[src/rtl/glbr_pkg.sv]
// Shared types, constants and request codes for the grid line bitmap rasterizer.
// No dependencies; every other file but glbr_stream_if imports this package.
`default_nettype none

package glbr_pkg;

  // Default plane geometry, handed to the top level as parameter defaults.
  localparam int MAX_WIDTH_DEF  = 1024;
  localparam int MAX_HEIGHT_DEF = 1024;

  // Field widths.
  localparam int COORD_W   = 10;  // segment end coordinates
  localparam int QCOORD_W  = 16;  // signed query coordinates
  localparam int GEOM_W    = 11;  // grid_width and grid_height registers
  localparam int CFG_IDX_W = 2;

  // The pixel store keeps both planes side by side, one word of each per entry.
  localparam int WORD_BITS = 64;
  localparam int WORD_SH   = 6;

  localparam logic [GEOM_W-1:0] GRID_WIDTH_RST  = 11'd1024;
  localparam logic [GEOM_W-1:0] GRID_HEIGHT_RST = 11'd1024;

  // Configuration register indexes.
  localparam logic [CFG_IDX_W-1:0] CFG_GRID_WIDTH  = 2'd0;
  localparam logic [CFG_IDX_W-1:0] CFG_GRID_HEIGHT = 2'd1;
  localparam logic [CFG_IDX_W-1:0] CFG_SPLIT       = 2'd2;

  typedef enum logic [1:0] {
    REQ_CLEAR = 2'd0,
    REQ_DRAW  = 2'd1,
    REQ_QUERY = 2'd2,
    REQ_RSVD  = 2'd3
  } req_e;

  // Request item.
  typedef struct packed {
    logic [1:0]                 req_type;
    logic [COORD_W-1:0]         start_x;
    logic [COORD_W-1:0]         start_y;
    logic [COORD_W-1:0]         end_x;
    logic [COORD_W-1:0]         end_y;
    logic signed [QCOORD_W-1:0] query_x;
    logic signed [QCOORD_W-1:0] query_y;
    logic                       lat_line;
  } req_t;

  // Result item.
  typedef struct packed {
    logic on_grid;
    logic done_res;
  } rsp_t;

  // Segment command to the line walker.
  typedef struct packed {
    logic               start;
    logic [COORD_W-1:0] x1;
    logic [COORD_W-1:0] y1;
    logic [COORD_W-1:0] x2;
    logic [COORD_W-1:0] y2;
  } seg_t;

  // Pixel produced by the line walker.
  typedef struct packed {
    logic               vld;
    logic [COORD_W-1:0] x;
    logic [COORD_W-1:0] y;
  } pix_t;

  // Pixel access to the store: set (wr) or read one bit.
  typedef struct packed {
    logic                       vld;
    logic                       wr;
    logic                       lon;
    logic signed [QCOORD_W-1:0] x;
    logic signed [QCOORD_W-1:0] y;
  } px_cmd_t;

  // Effective grid geometry.
  typedef struct packed {
    logic [GEOM_W-1:0] width;
    logic [GEOM_W-1:0] height;
  } geom_t;

  // Store status and read response.
  typedef struct packed {
    logic sweep;
    logic pipe_busy;
    logic rsp_vld;
    logic rsp_bit;
  } st_stat_t;

endpackage

`default_nettype wire

[src/rtl/glbr_walker.sv]
// Line walker: turns a segment into one pixel per column with an error term.
// Depends on glbr_pkg; feeds pixels to the top level, which routes them to the store.
`default_nettype none

module glbr_walker
  import glbr_pkg::*;
(
  input  logic clk_i,
  input  logic rst_ni,
  input  seg_t seg_i,
  output pix_t pix_o,
  output logic busy_o
);

  localparam int CNT_W = $clog2(COORD_W);

  typedef enum logic [3:0] {
    W_IDLE = 4'b0001,
    W_DIV  = 4'b0010,
    W_SIGN = 4'b0100,
    W_STEP = 4'b1000
  } wstate_e;

  wstate_e            state_q, state_d;
  logic               px_vld_q, px_vld_d;
  logic [COORD_W-1:0] x_q, x_d, y_q, y_d;
  logic               dir_q, dir_d;
  logic               dyneg_q, dyneg_d;
  logic [COORD_W-1:0] adx_q, adx_d;
  logic [COORD_W-1:0] quo_q, quo_d;
  logic [COORD_W-1:0] rem_q, rem_d;
  logic [CNT_W-1:0]   cnt_q, cnt_d;
  logic [COORD_W:0]   qstep_q, qstep_d;  // two's complement row step per column
  logic [COORD_W:0]   r2_q, r2_d;        // twice the step remainder
  logic [COORD_W+1:0] err_q, err_d;
  logic [COORD_W-1:0] left_q, left_d;

  logic [COORD_W:0]   div_t;
  logic               div_ge;
  logic [COORD_W+1:0] err_sum;
  logic [COORD_W+1:0] adx2;
  logic               carry;

  always_comb begin
    state_d  = state_q;
    px_vld_d = 1'b0;
    x_d      = x_q;
    y_d      = y_q;
    dir_d    = dir_q;
    dyneg_d  = dyneg_q;
    adx_d    = adx_q;
    quo_d    = quo_q;
    rem_d    = rem_q;
    cnt_d    = cnt_q;
    qstep_d  = qstep_q;
    r2_d     = r2_q;
    err_d    = err_q;
    left_d   = left_q;

    div_t   = {rem_q, quo_q[COORD_W-1]};
    div_ge  = div_t >= {1'b0, adx_q};
    adx2    = {1'b0, adx_q, 1'b0};
    err_sum = err_q + {1'b0, r2_q};
    carry   = err_sum >= adx2;

    case (state_q)
      W_IDLE: begin
        if (seg_i.start) begin
          // The start pixel goes out at once.
          px_vld_d = 1'b1;
          x_d      = seg_i.x1;
          y_d      = seg_i.y1;
          dir_d    = seg_i.x2 < seg_i.x1;
          dyneg_d  = seg_i.y2 < seg_i.y1;
          adx_d    = dir_d ? seg_i.x1 - seg_i.x2 : seg_i.x2 - seg_i.x1;
          quo_d    = dyneg_d ? seg_i.y1 - seg_i.y2 : seg_i.y2 - seg_i.y1;
          rem_d    = '0;
          cnt_d    = CNT_W'(COORD_W - 1);
          err_d    = {2'b00, adx_d};
          if (adx_d != '0) begin
            state_d = W_DIV;
          end
        end
      end
      W_DIV: begin
        // Restoring division of |dy| by |dx|, one quotient bit per cycle.
        rem_d = div_ge ? COORD_W'(div_t - {1'b0, adx_q}) : div_t[COORD_W-1:0];
        quo_d = {quo_q[COORD_W-2:0], div_ge};
        cnt_d = cnt_q - 1'b1;
        if (cnt_q == '0) begin
          state_d = W_SIGN;
        end
      end
      W_SIGN: begin
        // Floor the step for a falling line so the remainder stays non-negative.
        if (dyneg_q) begin
          if (rem_q != '0) begin
            qstep_d = ~{1'b0, quo_q};
            r2_d    = {adx_q - rem_q, 1'b0};
          end else begin
            qstep_d = ~{1'b0, quo_q} + 1'b1;
            r2_d    = '0;
          end
        end else begin
          qstep_d = {1'b0, quo_q};
          r2_d    = {rem_q, 1'b0};
        end
        left_d  = adx_q;
        state_d = W_STEP;
      end
      W_STEP: begin
        px_vld_d = 1'b1;
        x_d      = dir_q ? x_q - 1'b1 : x_q + 1'b1;
        err_d    = carry ? err_sum - adx2 : err_sum;
        y_d      = COORD_W'({1'b0, y_q} + qstep_q + {{COORD_W{1'b0}}, carry});
        left_d   = left_q - 1'b1;
        if (left_q == COORD_W'(1)) begin
          state_d = W_IDLE;
        end
      end
      default: begin
        state_d = W_IDLE;
      end
    endcase
  end

  always_ff @(posedge clk_i or negedge rst_ni) begin
    if (!rst_ni) begin
      state_q  <= W_IDLE;
      px_vld_q <= 1'b0;
    end else begin
      state_q  <= state_d;
      px_vld_q <= px_vld_d;
    end
  end

  always_ff @(posedge clk_i) begin
    x_q     <= x_d;
    y_q     <= y_d;
    dir_q   <= dir_d;
    dyneg_q <= dyneg_d;
    adx_q   <= adx_d;
    quo_q   <= quo_d;
    rem_q   <= rem_d;
    cnt_q   <= cnt_d;
    qstep_q <= qstep_d;
    r2_q    <= r2_d;
    err_q   <= err_d;
    left_q  <= left_d;
  end

  assign pix_o.vld = px_vld_q;
  assign pix_o.x   = x_q;
  assign pix_o.y   = y_q;
  assign busy_o    = (state_q != W_IDLE) || px_vld_q;

endmodule

`default_nettype wire

[config.mk]
export PLATFORM = sky130hd
export DESIGN_NAME = glbr_walker
export DESIGN_NICKNAME = d
export VERILOG_FILES = /design/src/rtl/glbr_pkg.sv /design/src/rtl/glbr_walker.sv
export SDC_FILE = /design/constraint.sdc
export NUM_CORES = 1
export LEC_CHECK = 0
export BUFFER_PORTS_ARGS = -buffer_cell sky130_fd_sc_hd__buf_2
export CORE_UTILIZATION = 50
export CTS_CLUSTER_SIZE = 30
export DETAILED_ROUTE_END_ITERATION = 10
export GPL_TIMING_DRIVEN = 0
export MAX_ROUTING_LAYER = met4
export PLACE_DENSITY_LB_ADDON = 0.1
export SYNTH_ARGS = -nofsm -noshare
export SYNTH_HDL_FRONTEND = slang
export SYNTH_SLANG_ARGS = --single-unit
[constraint.sdc]
create_clock -name clk_i -period 5.2 [get_ports clk_i]
set_input_delay 0.52 -clock clk_i [delete_from_list [all_inputs] [get_ports clk_i]]
set_output_delay 0.52 -clock clk_i [all_outputs]
set_load 0.05 [all_outputs]
==> results.ini, run 1 <==
[die]
dieHeight_um=133
ios=65
fp.dieW_um=133
initial_core_util_pct=51.6
std_cell_rows=47
core_sq_mm=0.0167
dieArea_sq_mm=0.0178

[clock_tree]
clkSlewWorstSetupHoldPaths_ns=0.08
cts_num_sinks=103
clk_path_buf_depth=2
cts_htree_levels=3
cts_tree=yes
numCtsBuffers=9
root_buffer=clkbuf_16
clkLatencyLatePin_ns=0.35

[yosys]
yosys_register_bits=103
netlist_area_sq_mm=0.00861
syn-mean-instance-area_sq_um=9.34
synth.largest_area_cell=edfxtp_1
yosysTopAreaCellShare_pct=34.2
yosysUniqueCellTypes=72
async_flop_share_pct=4.85
synth_edf_count=98
synthFlopType=edfxtp_1
synth-seq-area-share_pct=35.6
syn_nets=1073
synthCells=922
synth_area_leaders=edfxtp_1 34%, ha_1 14%, xnor2_1 5.4%
yosysWarnings=0

[power]
switching_share_pct=42.4
intPower_uw=2660
p_leak_uw=0.00426
comb_power_share_pct=55.2
p_switching_uw=1960
seqPwrFrac_pct=29.8
power_density_mw_per_mm2=478
ir_worst_vdd_uv=233
power_frac_clock_pct=14.9

[timing]
fmax_mhz=194
max_slew_margin_pct=30.0
clock_skew_ns=0.0112
grt_setup_unrepaired=yes
hold_viol=0
timing.hold.ws_ns=0.466
setup_violations=0
min_period_over_period_pct=99.1
tightestPinTransition_ns=1.04
maxSlewViolCount=0
setup_slack_ns=0.0478
min_period_ns=5.15

[routing]
drt_iter0_markers=443
wire_per_inst_um=16.8
num_vias=6775
drt-pass1-iter-count=5
ant_nets=0
routed_wirelength_um=20800
drt-vias-per-instance=5.49
drc_errors=0

[global_routing]
grt_antenna_before_repair=0
track_usage_pct=24.9
grt_pass1_vias=6454
grt_start_max_net_pins=32
grt_pass1_wl_um=33200
gr-total-overflow=0

[layout]
final_cell_mix=100 x inv_1, 98 x edfxtp_1, 95 x ha_1
final-seq-area_sq_mm=0.00307
layout_commonest_cell=inv_1
multi_input_area_sq_mm=0.00509
area_growth_pct=12.3
fillers=1548
final_cell_area_sq_mm=0.00967
fin_util_pct=57.9
diodes=0
nNetsFinal=1161
drive_gt1_share_pct=13.3

[job]
drv_cap=0

[worst_setup_path]
critPathCaptureType=register
cp-start-kind=register
crit_type=register to register
required_ns=5.30
crit_fanout=3
critPathArrivalTime_ns=5.25

[placement]
dpl.hpwl_um=16000
port_buffers=64
placed_area_sq_mm=0.00921
routabilityCongestion=0.895
dp_slack_ns=-0.577

[worst_hold_path]
min_path_type=primary input to register

[run_status]
status=finished, final reports clean

## cell usage after synthesis, types with 6 or more instances
cell type / n
fa_1: 11
nor2b_1: 20
mux2i_1: 21
nor4b_1: 6
o21ai_0: 72
nor3_1: 20
xnor2_1: 53
a21o_1: 18
nor2_1: 69
ha_1: 97
a31oi_1: 7
edfxtp_1: 98
xor2_1: 29
nand2_1: 79
inv_1: 100
o211ai_1: 6
nor4_1: 6
nand3_1: 8
o21a_1: 7
nand2b_1: 13
clkbuf_1: 19
a21oi_1: 61
## registers in the layout (all words and copies together), names as in the netlist
name	flops
quo_q	10
rem_q	10
r2_q	10
y_q	10
cnt_q	4
px_vld_q	1
err_q	12
dir_q	1
dyneg_q	1
left_q	10
state_q	4
x_q	10
adx_q	10
qstep_q	10
## power groups by stage
stage	Sequential (uW)	Clock, uW	Combinational [uW]
2_1_floorplan	1440	0	1840
3_3_place_gp	1400	0	2400
3_5_place_dp	1390	0	2420
4_1_cts	1380	700	2520
5_1_grt	1400	730	2850
6_report	1380	690	2550
## what timing repair did
item / CTS / global route
setup endpoints to repair: 5 / 3
pin swaps: 8 / 16
hold buffers: 1 / 0
setup buffers: 7 / 7
hold endpoints to repair: 4 / 0
resized for setup: 12 / 12
## final timing paths
kind,from,end,slack [ns],cells after the start
worst min register to register,cnt_q[0],cnt_q[0],0.59,1
worst max register to register,r2_q[1],y_q[8],0.05,24
worst max-delay path,r2_q[1],y_q[8],0.05,24
min in group asynchronous,rst_ni,px_vld_q,0.51,2
max in group asynchronous,rst_ni,state_q[0],4.47,2
worst min-delay path,seg_i[39],x_q[9],0.47,3
## cells by family (layout without fill, tap and decap cells)
| group | count (synthesis) | after routing | share of synthesized area (%) |
|---|---|---|---|
| AOI/OAI and AO/OA | 225 | 225 | 16.5 |
| buffers and inverters | 131 | 224 | 6.07 |
| muxes | 22 | 22 | 2.57 |
| adders and majority gates | 108 | 108 | 16.6 |
| DFF | 103 | 103 | 35.6 |
| xor gates and xnor gates | 83 | 83 | 8.53 |
| and+or+nand+nor | 250 | 250 | 14.0 |
## layout make-up
cell class	count	area share (%)
buffer	27	1.27
clock buffer	9	2.33
clock inverter	7	0.660
inverter	102	3.99
multi-input combinational	688	52.6
sequential	103	31.7
tap	220	2.85
timing repair buffer	79	4.54
## per-layer routing
metal  part of all wire, %  routed length (um)  track usage [%]
met1                    48                9860             32.6
met2                    47                9750             39.9
met3                   3.5                 734             4.00
met4                   2.0                 416             7.39
met5                     0                   0                -
## critical path: stages (launching register included)
cell and delay (ns):
edfxtp_1 0.45, ha_2 0.23, fa_2 0.40, a21o_1 0.20, a21oi_2 0.18, o21ai_1 0.08
nor2_1 0.13, xnor2_1 0.11, ha_1 0.34, nand4_1 0.11, nor4b_2 0.26, o21ai_1 0.11
a211o_1 0.33, nor2b_4 0.16, fa_2 0.40, fa_2 0.38, nor2b_2 0.14, o21ai_2 0.08
a21oi_2 0.16, o21ai_1 0.07, nand2b_1 0.09, a21o_1 0.11, a21oi_1 0.07, xor2_1 0.20
o21ai_1 0.08
## per-stage QoR
stage / total power (uW) / instances / setup TNS, ns
5_1_grt: 4990 / 1235 / -0.437
3_5_place_dp: 3820 / 1206 / -1.31
4_1_cts: 4590 / 1229 / 0
6_report: 4620 / 1235 / 0
3_3_place_gp: 3800 / 1206 / -1.19
2_1_floorplan: 3280 / 922 / 0
No activity file was read; power rests on OpenSTA's default activity.
==> run 2: changes to the inputs <==
--- a/config.mk
+++ b/config.mk
@@ -5,6 +5,7 @@
 export SDC_FILE = /design/constraint.sdc
 export NUM_CORES = 1
 export LEC_CHECK = 0
+export ABC_AREA = 1
 export BUFFER_PORTS_ARGS = -buffer_cell sky130_fd_sc_hd__buf_2
 export CORE_UTILIZATION = 50
 export CTS_CLUSTER_SIZE = 30
==> results.ini, run 2 <==
[run_status]
status=finished, final reports clean

[worst_setup_path]
critPathCaptureType=register
cp_common_cell=nand2_1
r2r_end=y_q[8]
cpLargestDelayFamily=adder cells
critPathArrivalTime_ns=4.98
ff2ff_path_depth=26
required_ns=5.29
slowest_stage=fa_1
cp-start-kind=register
r2r_start=r2_q[1]
slowest_delay_ns=0.41
r2r_setup_slack_ns=0.31
crit_fanout=5
critPathCapture=y_q[8]
setup.worst_path.start=r2_q[1]
cp.depth=26
crit_type=register to register
crit_buf_inv=2

[clock_tree]
clk_path_buf_depth=2
cts_num_sinks=103
clkSlewWorstSetupHoldPaths_ns=0.07
cts_htree_levels=3
cts_tree=yes
numCtsBuffers=9
root_buffer=clkbuf_16
clkLatencyLatePin_ns=0.36

[yosys]
synthFlopType=edfxtp_1
async_flop_share_pct=4.85
synth_common_cells=304 x nand2_1, 189 x inv_1, 98 x edfxtp_1
syn-mean-instance-area_sq_um=7.64
yosysUniqueCellTypes=54
synth_edf_count=98
yosysTopAreaCellShare_pct=31.8
netlist_area_sq_mm=0.00927
synth-seq-area-share_pct=33.1
synth_most_common_cell=nand2_1
yosys_register_bits=103
synth_area_leaders=edfxtp_1 32%, ha_1 13%, nand2_1 12%
syn_nets=1363
yosysWarnings=0
synth.largest_area_cell=edfxtp_1
synthCells=1212

[die]
ios=65
core_sq_mm=0.0181
initial_core_util_pct=51.2
dieArea_sq_mm=0.0191
dieHeight_um=138
fp.dieW_um=138
std_cell_rows=49

[layout]
nNetsFinal=1446
drive_gt1_share_pct=10.7
largest_reg_flops=12
final_cell_mix=304 x nand2_1, 189 x inv_1, 98 x edfxtp_1
top_register=err_q
layout_commonest_cell=nand2_1
fillers=1695
diodes=0
area_growth_pct=11.1

[timing]
fmax_mhz=205
setup_violations=0
clock_skew_ns=0.0142
tns_ns=0
maxSlewViolCount=0
tightestPinTransition_ns=1.41
min_period_ns=4.89
setup_slack_ns=0.313
hold_viol=0
grt_setup_unrepaired=no
max_slew_margin_pct=5.37
min_period_over_period_pct=94.0

[power]
p_leak_uw=0.00500
ir_worst_vdd_uv=209
power_density_mw_per_mm2=508

[placement]
dpl.hpwl_um=19600
routabilityCongestion=0.934
port_buffers=64
dp_slack_ns=0.115

[routing]
routed_wirelength_um=23900
top_layer=met4
drc_errors=0
drt-met1-wl_um=11200
drt-vias-per-instance=5.29
drt-pass1-iter-count=5
ant_nets=0
wl_met2_um=11200
drt_iter0_markers=497
wl_met3_um=858
num_vias=8082
wire_per_inst_um=15.6

[job]
drv_cap=0

[global_routing]
gr-total-overflow=0
grt_pass1_wl_um=38900
grt_antenna_before_repair=0
track_usage_pct=26.8
grt_pass1_vias=7749
grt_start_max_net_pins=26

[worst_hold_path]
min_path_type=primary input to register

## run 2: cell types whose count changed after synthesis, moves of 9 or more
cell	delta
xnor2_1	-33
mux2i_1	-21
nand3_1	+66
inv_1	+89
a21oi_1	+9
a21o_1	-11
nand2b_1	-13
nand4_1	+20
nand2_1	+225
nor2b_1	-20
xor2_1	+13
nor3_1	-11
or2_2	+9
## run 2: layout make-up
type	count	area [sq um]	area share, %
Buffer	27	151	1.47
Clock buffer	10	239	2.32
Clock inverter	6	50.0	0.486
Inverter	194	728	7.07
Multi-Input combinational cell	888	5360	52.1
Sequential cell	103	3070	29.8
Tap cell	229	287	2.78
Timing Repair Buffer	72	410	3.99
## run 2: what timing repair did
item | 4_1_cts | 5_1_grt
setup buffers | 0 | 3
resized for setup | 0 | 6
hold buffers | 1 | 0
hold endpoints to repair | 4 | 0
setup endpoints to repair | 0 | 2
## run 2: cells by family (layout without fill, tap and decap cells)
family	Yosys count	after routing	synth area share, %
compound gates	203	203	12.4
xor+xnor	62	62	5.86
fa+ha+maj	108	108	15.5
buf+inv	221	309	9.49
flops	103	103	33.1
simple gates	515	515	23.6
## run 2: worst min-delay path by stage
stage                    from       end  slack, ns  cells past startpoint
CTS                 seg_i[27]    y_q[7]       0.48                      3
global route           rst_ni  px_vld_q       0.51                      2
floorplan              rst_ni  px_vld_q       0.22                      0
detailed placement     rst_ni  px_vld_q       0.36                      1
global placement       rst_ni  px_vld_q       0.36                      1
finish              seg_i[27]    y_q[7]       0.49                      3
## run 2: where the power goes
part | internal [uW] | total, uW | leakage (uW) | switching, uW
sequential | 1280 | 1440 | 0.000970 | 165
combinational | 1120 | 3110 | 0.00389 | 1990
clock | 345 | 680 | 0.000137 | 335
## run 2: per-stage QoR
step | hold slack (ns) | total power, uW | cells | util, % | instance area, sq um
detailed placement | 0.360 | 4480 | 1509 | 55.0 | 9950
global placement | 0.360 | 4420 | 1505 | 54.6 | 9870
finish | 0.488 | 5230 | 1529 | 56.9 | 10300
CTS | 0.483 | 5170 | 1526 | 56.7 | 10200
global route | 0.512 | 5690 | 1529 | 56.9 | 10300
floorplan | 0.224 | 3730 | 1212 | - | 9270
## run 2: tightest hold or removal path: cells and delay by family
family                 cells  cell delay (ns)
AOI/OAI and AO/OA          1             0.06
and+or+nand+nor            1             0.05
buffers and inverters      1             0.11
## run 2: layer usage
layer,GRT usage (%),vias to the layer above
met3,2.60,31
met4,8.40,0
met1,35.3,3660
li1,-,4204
met2,43.6,187
met5,-,-
==> run 3: changes to the inputs <==
--- a/config.mk
+++ b/config.mk
@@ -11,7 +11,6 @@
 export CTS_CLUSTER_SIZE = 30
 export DETAILED_ROUTE_END_ITERATION = 10
 export GPL_TIMING_DRIVEN = 0
-export MAX_ROUTING_LAYER = met4
 export PLACE_DENSITY_LB_ADDON = 0.1
 export SYNTH_ARGS = -nofsm -noshare
 export SYNTH_HDL_FRONTEND = slang
==> results.ini, run 3 (same netlist as run 2, synthesis figures left out) <==
[clock_tree]
numCtsBuffers=9
cts_tree=yes
clkSlewWorstSetupHoldPaths_ns=0.08
cts_htree_levels=3
clkLatencyLatePin_ns=0.36
cts_num_sinks=103
clk_path_buf_depth=2
root_buffer=clkbuf_16

[timing]
min_period_ns=4.74
maxSlewViolCount=0
max_slew_margin_pct=11.8
tightestPinTransition_ns=1.32
hold_viol=0
setup_violations=0
fmax_mhz=211
tns_ns=0
min_period_over_period_pct=91.2
clock_skew_ns=0.00931

[routing]
routed_wirelength_um=24300
wire_per_inst_um=15.9
ant_nets=0
drt-pass1-iter-count=5
drt-vias-per-instance=5.35
drt_iter0_markers=575
num_vias=8175
drc_errors=0

[power]
ir_worst_vdd_uv=211
power_density_mw_per_mm2=513
p_leak_uw=0.00500

[die]
dieHeight_um=138
ios=65
initial_core_util_pct=51.2
std_cell_rows=49
dieArea_sq_mm=0.0191
core_sq_mm=0.0181
fp.dieW_um=138

[global_routing]
grt_pass1_vias=7709
grt_start_max_net_pins=26
grt_antenna_before_repair=0
grt_pass1_wl_um=39000
track_usage_pct=26.2
gr-total-overflow=0

[layout]
drive_gt1_share_pct=10.9
layoutNonFillerInstCount=1528
nNetsFinal=1445
largest_reg_flops=12
top_register=err_q
area_growth_pct=11.3
fillers=1723
layout_commonest_cell=nand2_1
final_cell_mix=304 x nand2_1, 188 x inv_1, 98 x edfxtp_1
diodes=0

[placement]
port_buffers=64
dpl.hpwl_um=19600
dp.cells=1508
routabilityCongestion=0.916

[run_status]
status=finished, final reports clean

[worst_setup_path]
critPathCaptureType=register
crit_type=register to register
cp-start-kind=register
r2r_start=r2_q[1]
crit_fanout=5
required_ns=5.29
setup.worst_path.start=r2_q[1]
critPathArrivalTime_ns=4.83

[job]
drv_cap=0

[worst_hold_path]
min_path_type=primary input to async pin

==> run 3: path summary, 6_finish.rpt <==
kind	to	slack [ns]	cells past startpoint
min in group clk_i	x_q[7]	0.51	3
max in group asynchronous	state_q[0]	4.46	2
setup / recovery	y_q[8]	0.46	26
hold reg to reg	cnt_q[0]	0.57	1
setup reg to reg	y_q[8]	0.46	26
hold / removal	px_vld_q	0.51	2
==> run 3: layer usage <==
layer | track usage, % | wire [um]
met2 | 44.1 | 11400
met3 | 2.36 | 1040
met4 | 9.64 | 643
met5 | 0 | 0
met1 | 35.4 | 11200
==> run 3: through the flow <==
stage                     util (%)  cell area (sq um)  setup WS (ns)  power (uW)  hold WS [ns]
after CTS                     56.7              10200         0.0577        5200         0.504
after floorplan                  -               9270          0.837        3730         0.224
after global placement        54.6               9870         -0.361        4420         0.361
final                         57.0              10300          0.459        5290         0.507
after global routing          57.0              10300       -0.00359        5740         0.514
after detailed placement      55.0               9940         0.0989        4490         0.358
==> run 3: cell type report <==
class | count | area (sq um) | share of cell area [%]
buffer | 27 | 151 | 1.47
clock buffer | 10 | 229 | 2.22
clock inverter | 6 | 66.3 | 0.643
inverter | 194 | 728 | 7.06
multi-input combinational | 888 | 5380 | 52.2
sequential | 103 | 3070 | 29.8
tap | 229 | 287 | 2.78
timing repair buffer | 71 | 403 | 3.91
==> run 3: where the power goes <==
| part | switching, uW | internal, uW | leakage (uW) |
|---|---|---|---|
| logic | 2010 | 1130 | 0.00388 |
| clock network | 330 | 378 | 0.000148 |
| registers | 164 | 1280 | 0.000970 |
==> run 3: worst max-delay path, cell delays in order, from the launching register on <==
cell,delay (ns)
edfxtp_1,0.38
ha_1,0.24
fa_2,0.38
a31o_2,0.25
xor2_1,0.17
inv_1,0.07
ha_1,0.35
nand2_1,0.12
o21ai_0,0.20
nand2_1,0.10
nand3_2,0.12
o21ai_4,0.10
nand3_2,0.12
inv_2,0.09
fa_2,0.38
fa_1,0.42
nand3b_1,0.17
nand2_1,0.10
nand2_1,0.07
nand2_1,0.06
a21oi_1,0.08
nor2_1,0.14
o21ai_1,0.09
nand2_1,0.07
nand2_1,0.05
nand3_1,0.08
o21ai_0,0.09
==> run 3: repair_timing <==
action                                  in CTS  in global routing
resized for setup                            0                 10
hold endpoints to repair                     4                  0
endpoints found under the setup margin       0                  2
hold buffers                                 1                  0
buffers inserted                             0                  3
